## src/rtl/lcps_pkg.sv

```systemverilog
// ----------------------------------------------------------------------------
// lcps_pkg
// Shared types and constants of the line corridor point selector.
// ----------------------------------------------------------------------------
package lcps_pkg;

  // Field widths.
  localparam int COORD_W    = 24;
  localparam int RAD_W      = 23;
  localparam int LIM_W      = 6;
  localparam int ID_W       = 16;
  localparam int DIST_W     = 48;
  localparam int RANK_W     = 5;
  localparam int CFG_IDX_W  = 3;
  localparam int CFG_DATA_W = 24;
  localparam int MAX_EMIT   = 32;

  // Reset values of the configuration registers.
  localparam logic [RAD_W-1:0] RADIUS_RST = 23'd6400;
  localparam logic [LIM_W-1:0] LIMIT_RST  = 6'd32;

  // Configuration register indexes.
  localparam logic [CFG_IDX_W-1:0] REG_START_X = 3'd0;
  localparam logic [CFG_IDX_W-1:0] REG_START_Y = 3'd1;
  localparam logic [CFG_IDX_W-1:0] REG_START_Z = 3'd2;
  localparam logic [CFG_IDX_W-1:0] REG_END_X   = 3'd3;
  localparam logic [CFG_IDX_W-1:0] REG_END_Y   = 3'd4;
  localparam logic [CFG_IDX_W-1:0] REG_END_Z   = 3'd5;
  localparam logic [CFG_IDX_W-1:0] REG_RADIUS  = 3'd6;
  localparam logic [CFG_IDX_W-1:0] REG_LIMIT   = 3'd7;

  // Accumulator selects of the arithmetic unit.
  localparam int NACC = 10;
  localparam logic [3:0] ACC_DEN = 4'd0;
  localparam logic [3:0] ACC_CX  = 4'd1;
  localparam logic [3:0] ACC_CY  = 4'd2;
  localparam logic [3:0] ACC_CZ  = 4'd3;
  localparam logic [3:0] ACC_DA  = 4'd4;
  localparam logic [3:0] ACC_DB  = 4'd5;
  localparam logic [3:0] ACC_R2  = 4'd6;
  localparam logic [3:0] ACC_NUM = 4'd7;
  localparam logic [3:0] ACC_THR = 4'd8;
  localparam logic [3:0] ACC_RCH = 4'd9;

  // Product alignment codes.
  localparam logic [1:0] SH_0  = 2'd0;
  localparam logic [1:0] SH_32 = 2'd1;
  localparam logic [1:0] SH_33 = 2'd2;
  localparam logic [1:0] SH_64 = 2'd3;

  typedef struct packed {
    logic signed [COORD_W-1:0] start_x;
    logic signed [COORD_W-1:0] start_y;
    logic signed [COORD_W-1:0] start_z;
    logic signed [COORD_W-1:0] end_x;
    logic signed [COORD_W-1:0] end_y;
    logic signed [COORD_W-1:0] end_z;
    logic [RAD_W-1:0]          radius;
  } line_cfg_t;

  typedef struct packed {
    logic              valid;
    logic              pass;
    logic [DIST_W-1:0] dist_sq;
  } arith_res_t;

  typedef struct packed {
    logic ins;
    logic pop;
  } cell_ctl_t;

endpackage

```

## src/rtl/lcps_cell.sv

```systemverilog
// ----------------------------------------------------------------------------
// lcps_cell
// One place of the sorted list: holds an id and a distance, takes part in
// an insertion and shifts toward the head while the list is sent out.
// ----------------------------------------------------------------------------
module lcps_cell (
  input  logic                          clk,
  input  lcps_pkg::cell_ctl_t           ctl,
  input  logic                          valid,
  input  logic [lcps_pkg::ID_W-1:0]     new_id,
  input  logic [lcps_pkg::DIST_W-1:0]   new_dist,
  input  logic                          prev_keep,
  input  logic [lcps_pkg::ID_W-1:0]     prev_id,
  input  logic [lcps_pkg::DIST_W-1:0]   prev_dist,
  input  logic [lcps_pkg::ID_W-1:0]     next_id,
  input  logic [lcps_pkg::DIST_W-1:0]   next_dist,
  output logic                          keep,
  output logic [lcps_pkg::ID_W-1:0]     id,
  output logic [lcps_pkg::DIST_W-1:0]   dist_q
);
  import lcps_pkg::*;

  // An entry at or below the new distance stays; ties keep arrival order.
  assign keep = valid && (dist_q <= new_dist);

  always_ff @(posedge clk) begin
    if (ctl.ins && !keep) begin
      if (prev_keep) begin
        id     <= new_id;
        dist_q <= new_dist;
      end else begin
        id     <= prev_id;
        dist_q <= prev_dist;
      end
    end else if (ctl.pop) begin
      id     <= next_id;
      dist_q <= next_dist;
    end
  end

endmodule

```

## config.mk

```make
export PLATFORM = sky130hd
export DESIGN_NAME = lcps_cell
export DESIGN_NICKNAME = d
export VERILOG_FILES = /design/src/rtl/lcps_pkg.sv /design/src/rtl/lcps_cell.sv
export SDC_FILE = /design/constraint.sdc
export NUM_CORES = 1
export LEC_CHECK = 0
export BUFFER_PORTS_ARGS = -buffer_cell sky130_fd_sc_hd__buf_2
export CAP_MARGIN = 0
export CORE_UTILIZATION = 46
export CTS_CLUSTER_SIZE = 24
export DETAILED_ROUTE_END_ITERATION = 12
export PLACE_DENSITY_LB_ADDON = 0.1
export RECOVER_POWER = 25
export SYNTH_ARGS = -nofsm -noshare
export SYNTH_HDL_FRONTEND = slang
export SYNTH_SLANG_ARGS = --single-unit
```

## constraint.sdc

```tcl
create_clock -name clk -period 4.4 [get_ports clk]
set_clock_uncertainty 0.05 [all_clocks]
set_input_delay 0.22 -clock clk [delete_from_list [all_inputs] [get_ports clk]]
set_output_delay 0.22 -clock clk [all_outputs]
set_load 0.01 [all_outputs]
```

==> flow_summary.toml, run 1 <==
[route]
drt_iter0_drc = 141
via_per_inst = 5.05
wl_microns = 12300
ant_nets = 0
firstDrtPassIters = 4
wl_met3_microns = 908
drt-met1-wl_microns = 4970
num_vias = 3972
dr.max_layer_used = "met4"
drcViolationCount = 0
post_drt_wl_per_cell_microns = 15.7
route.met2.wl_microns = 6220

[layout]
multi_input_area_sq_mm = 0.00268
n_fill_cell = 916
area_delta_synth_final_pct = 31.5
utilization = 0.624
seq_area_sq_mm = 0.00192
layout-drive-gt1-share = 0.557
diodes = 0
nets = 890
stdcell_area_sq_mm = 0.00641
fin_cells = 786

[placement]
place_inst = 770
place_area_sq_mm = 0.00631
place_hpwl_microns = 9770
portBuffers = 261
gp_congestion = 0.777

[clock_network]
clock_sinks = 64
cts.clk_slew.worst_paths_ns = 0.07
clockBufferDepth = 2
cts_buffers = 9
post_cts_buffers = 0
clock_latency_ns = 0.34
cts_root_buf = "clkbuf_8"
hold_buffers = 0
ctsResizeCount = 0
cts_tree = "yes"
htreeDepth = 3

[timing]
fmax_mhz = 281
hold_viol_final = 0
rsz0062_at_grt = "no"
setup_tns_ns = 0
maxSlewViolCount = 0
min_period_ns = 3.56
worstMarginPinSlew_ns = 1.11
period_share = 0.810
setup_violations = 0
relSlewSlack = 0.259

[worst_hold_path]
worstHoldPathType = "primary input to flop"

[worst_setup_path]
required_ns = 4.44
critPathKind = "flop to flop"
cp_max_fo = 64
endpoint_kind = "flop"
crit_arrival_ns = 3.61
cp-start-kind = "flop"

[global_route]
overflow = 0
grt_pass1_wl_microns = 19700
antenna_found_initial = 0
grt_pass1_vias = 4087
grt_max_degree = 65
track_usage = 0.231

[floorplan]
pin_count = 262
dieArea_sq_mm = 0.0110
die_h_microns = 105
placementRows = 37
die_w_microns = 105
initial_core_util = 0.474
core_sq_mm = 0.0103

[yosys]
netlist_area_sq_mm = 0.00487
synth-seq-cells = 64
ys_warn_count = 0
avgSynthCellArea_sq_um = 12.7
ys_seq_area_frac = 0.394
synth_cells = 384
synthDistinctLibCells = 31
syn_nets = 629

[power]
p_per_area_mw_per_mm2 = 284
vdd_drop_max_mv = 0.178
p_leak_nw = 3.11

[job]
maxCapViolCount = 0

[status]
status = "finished clean"
## worst max-delay path: stages, from the launching register on
cell and delay [ns]:
edfxtp_1 0.39, ha_1 0.32, a21oi_1 0.15, nand2_1 0.06, a221o_1 0.37, a2111o_1 0.47
a211oi_2 0.40, a31oi_4 0.14, buf_4 0.45, mux2_4 0.44
## logic make-up (layout without fill, tap and decap cells)
family	Yosys count	in the layout	share of synthesized area
multiplexers	128	128	0.333
buffers and inverters	66	332	0.0593
flip-flops	64	64	0.394
adder cells (fa/ha/maj)	48	48	0.123
AO/OA/AOI/OAI	39	39	0.0493
AND/OR/NAND/NOR	39	39	0.0406
## sequential cells by signal, indices dropped and copies added, names as in the netlist
name,flops
dist_q,48
id,16
## worst paths after layout
kind / start / endpoint / slack [ns] / depth (start not counted)
worst max-delay path: dist_q[30]$_DFFE_PP_ / id[10]$_DFFE_PP_ / 0.84 / 9
worst min-delay path: next_id[8] / id[8]$_DFFE_PP_ / 0.13 / 2
worst max register to register: dist_q[30]$_DFFE_PP_ / id[10]$_DFFE_PP_ / 0.84 / 9
worst min register to register: dist_q[47]$_DFFE_PP_ / dist_q[13]$_DFFE_PP_ / 1.61 / 4
## power breakdown
part | switching [mW] | internal [mW] | leakage (nW)
combinational | 0.273 | 0.307 | 2.39
clock | 0.239 | 0.198 | 0.0822
sequential | 0.0364 | 0.768 | 0.644
total | 0.548 | 1.27 | 3.11
## through the flow
stage	hold slack, ns	setup slack, ns	total power [mW]
after global placement	0.469	0.895	1.40
after CTS	0.102	0.831	1.86
final	0.126	0.837	1.82
after detailed placement	0.473	0.857	1.42
after floorplan	0.388	0.898	1.18
after global routing	0.0994	0.659	1.93
## synthesized netlist by cell type
cell type / n / area, sq um
a2111o_1: 2 / 22.5
a211oi_1: 2 / 15.0
a211oi_2: 1 / 12.5
a21boi_0: 1 / 7.51
a21o_1: 1 / 7.51
a21oi_1: 18 / 90.1
a221o_1: 1 / 10.0
a22oi_1: 1 / 7.51
a31oi_1: 2 / 12.5
and3_1: 1 / 6.26
buf_4: 1 / 7.51
buf_6: 5 / 56.3
clkbuf_1: 8 / 30.0
edfxtp_1: 64 / 1920
ha_1: 48 / 601
inv_1: 52 / 195
mux2_2: 79 / 890
mux2_4: 49 / 736
nand2_1: 11 / 41.3
nand3_1: 5 / 25.0
nand4_1: 9 / 56.3
nor2_1: 4 / 15.0
nor2b_1: 3 / 18.8
nor3_1: 3 / 15.0
o211ai_1: 1 / 7.51
o21ai_0: 7 / 35.0
o21ai_1: 1 / 5.00
o31ai_1: 1 / 7.51
or2_2: 1 / 6.26
or3_1: 1 / 6.26
or4_1: 1 / 7.51
## metal layers
layer | up-vias | GRT usage
met2 | 175 | 0.416
met3 | 17 | 0.0505
met1 | 1837 | 0.267
met4 | 0 | 0.0875
li1 | 1943 | -
met5 | - | 0
## layout by cell type, fill, tap and decap left out, types with 5 or more instances in the layout
cell	netlist	routed
a21oi_1	18	18
buf_2	0	213
clkbuf_1	8	48
clkbuf_8	0	9
edfxtp_1	64	64
ha_1	48	48
inv_1	52	52
mux2_2	79	79
mux2_4	49	49
nand2_1	11	11
nand3_1	5	5
nand4_1	9	9
o21ai_0	7	7
## cell type report
class                      instances  share of cell area
multi-input combinational        254               0.418
clock inverter                     7             0.00605
tap                              136              0.0265
sequential                        64               0.300
timing repair buffer             264               0.200
clock buffer                       9              0.0193
inverter                          52              0.0305
No activity file was read; power rests on OpenSTA's default activity.
==> inputs of run 2 (changes only) <==
Settings changed: CORE_UTILIZATION 46 to 42.
Clock period 4.4 ns to 3.2 ns, I/O delays scaled along.
==> run 2 against run 1 <==
  * Clock power up 96%
  * Combinational power up 53%
  * Core utilization down 0.45 points
  * Sequential cell count unchanged
  * Final cell count up 2.4%
  * Sequential share of layout area down 2.0 points
  * Highest routed layer is now met5
==> flow_summary.toml, run 2 (synthesized netlist as in run 1, its figures left out) <==
[power]
power_mw = 2.86
p_per_area_mw_per_mm2 = 417
p_leak_nw = 3.27
vdd_drop_max_mv = 0.205

[timing]
period_share = 0.967
setup_violations = 0
hold_viol_final = 0
whs_ns = 0.0800
min_period_ns = 3.10
setup_ws_ns = 0.104
maxSlewViolCount = 0
setup_tns_ns = 0
worstMarginPinSlew_ns = 0.768
fmax_mhz = 323
relSlewSlack = 0.488

[layout]
multi_input_area_sq_mm = 0.00281
nets = 906
area_delta_synth_final_pct = 40.7
n_fill_cell = 965
final_common_cell = "buf_2"
largest_reg_flops = 48
layout-drive-gt1-share = 0.580
final_cell_mix = "213 x buf_2, 79 x mux2_2, 64 x edfxtp_1"
regMostFlops = "dist_q"
seq_area_sq_mm = 0.00192
utilization = 0.619
fin_cells = 805
diodes = 0
stdcell_area_sq_mm = 0.00686
largestRegisters = "dist_q: 48 flops, id: 16 flops"

[worst_setup_path]
cp-start-kind = "flop"
endpoint_kind = "output pin"
cp_max_fo = 3
crit_arrival_ns = 2.89
required_ns = 2.99
ff2ff_setup_slack_ns = 0.11
critPathKind = "flop to output pin"

[global_route]
track_usage = 0.216
grt_max_degree = 36
antenna_found_initial = 1
overflow = 0
grt_pass1_vias = 4103
grt_pass1_wl_microns = 19400

[clock_network]
clock_sinks = 64
clock_latency_ns = 0.33
cts_tree = "yes"
cts.clk_slew.worst_paths_ns = 0.06
hold_buffers = 0
cts_buffers = 9
clockBufferDepth = 2
htreeDepth = 3
cts_root_buf = "clkbuf_16"

[floorplan]
die_h_microns = 110
placementRows = 38
die_w_microns = 110
core_sq_mm = 0.0111
dieArea_sq_mm = 0.0120
initial_core_util = 0.440
pin_count = 262

[route]
via_per_inst = 4.96
drt_iter0_drc = 133
num_vias = 3989
firstDrtPassIters = 4
post_drt_wl_per_cell_microns = 16.8
wl_microns = 13500
drcViolationCount = 0
ant_nets = 0

[status]
status = "finished clean"

[placement]
place_area_sq_mm = 0.00643
place_inst = 781
portBuffers = 261
gp_congestion = 0.834
dp_slack_ns = 0.0462
place_hpwl_microns = 10600

[job]
maxCapViolCount = 0

[worst_hold_path]
worstHoldPathType = "primary input to flop"
==> run 2: layout make-up <==
cell class,instances,area share
sequential,64,0.280
tap,140,0.0255
timing repair buffer,279,0.220
inverter,52,0.0285
clock inverter,6,0.00401
multi-input combinational,255,0.409
clock buffer,9,0.0328
==> run 2: power breakdown <==
part           internal, mW  switching (mW)  leakage (nW)
Clock                 0.507           0.348         0.121
Sequential             1.06          0.0573         0.644
Combinational         0.481           0.408          2.51
==> run 2: worst paths after layout <==
| check | startpoint | end | cells after the start |
|---|---|---|---|
| worst max-delay path | dist_q[25]$_DFFE_PP_ | keep | 10 |
| worst min-delay path | next_dist[29] | dist_q[29]$_DFFE_PP_ | 2 |
| worst max register to register | dist_q[25]$_DFFE_PP_ | dist_q[45]$_DFFE_PP_ | 9 |
| worst min register to register | dist_q[47]$_DFFE_PP_ | id[5]$_DFFE_PP_ | 5 |
==> run 2: routing by layer <==
layer  up-vias  global-route usage  part of all wire
li1       1980                   -                 -
met3        27              0.0551             0.068
met4         2              0.0895             0.023
met5         -                   0           0.00096
met2       172               0.397              0.51
met1      1808               0.235              0.40
==> run 2: timing repair <==
| item | in CTS | in global routing |
|---|---|---|
| endpoints found under the setup margin | 0 | 125 |
| buffers inserted | 0 | 4 |
| resized for setup | 0 | 18 |
==> run 2: worst max-delay path, stage by stage (launching register included) <==
cell      delay (ns)
edfxtp_1        0.44
ha_4            0.25
a21oi_2         0.14
o21ai_1         0.07
a221o_1         0.33
a2111o_1        0.41
a211oi_4        0.38
buf_4           0.18
nand2_2         0.04
a21oi_2         0.17
buf_2           0.15
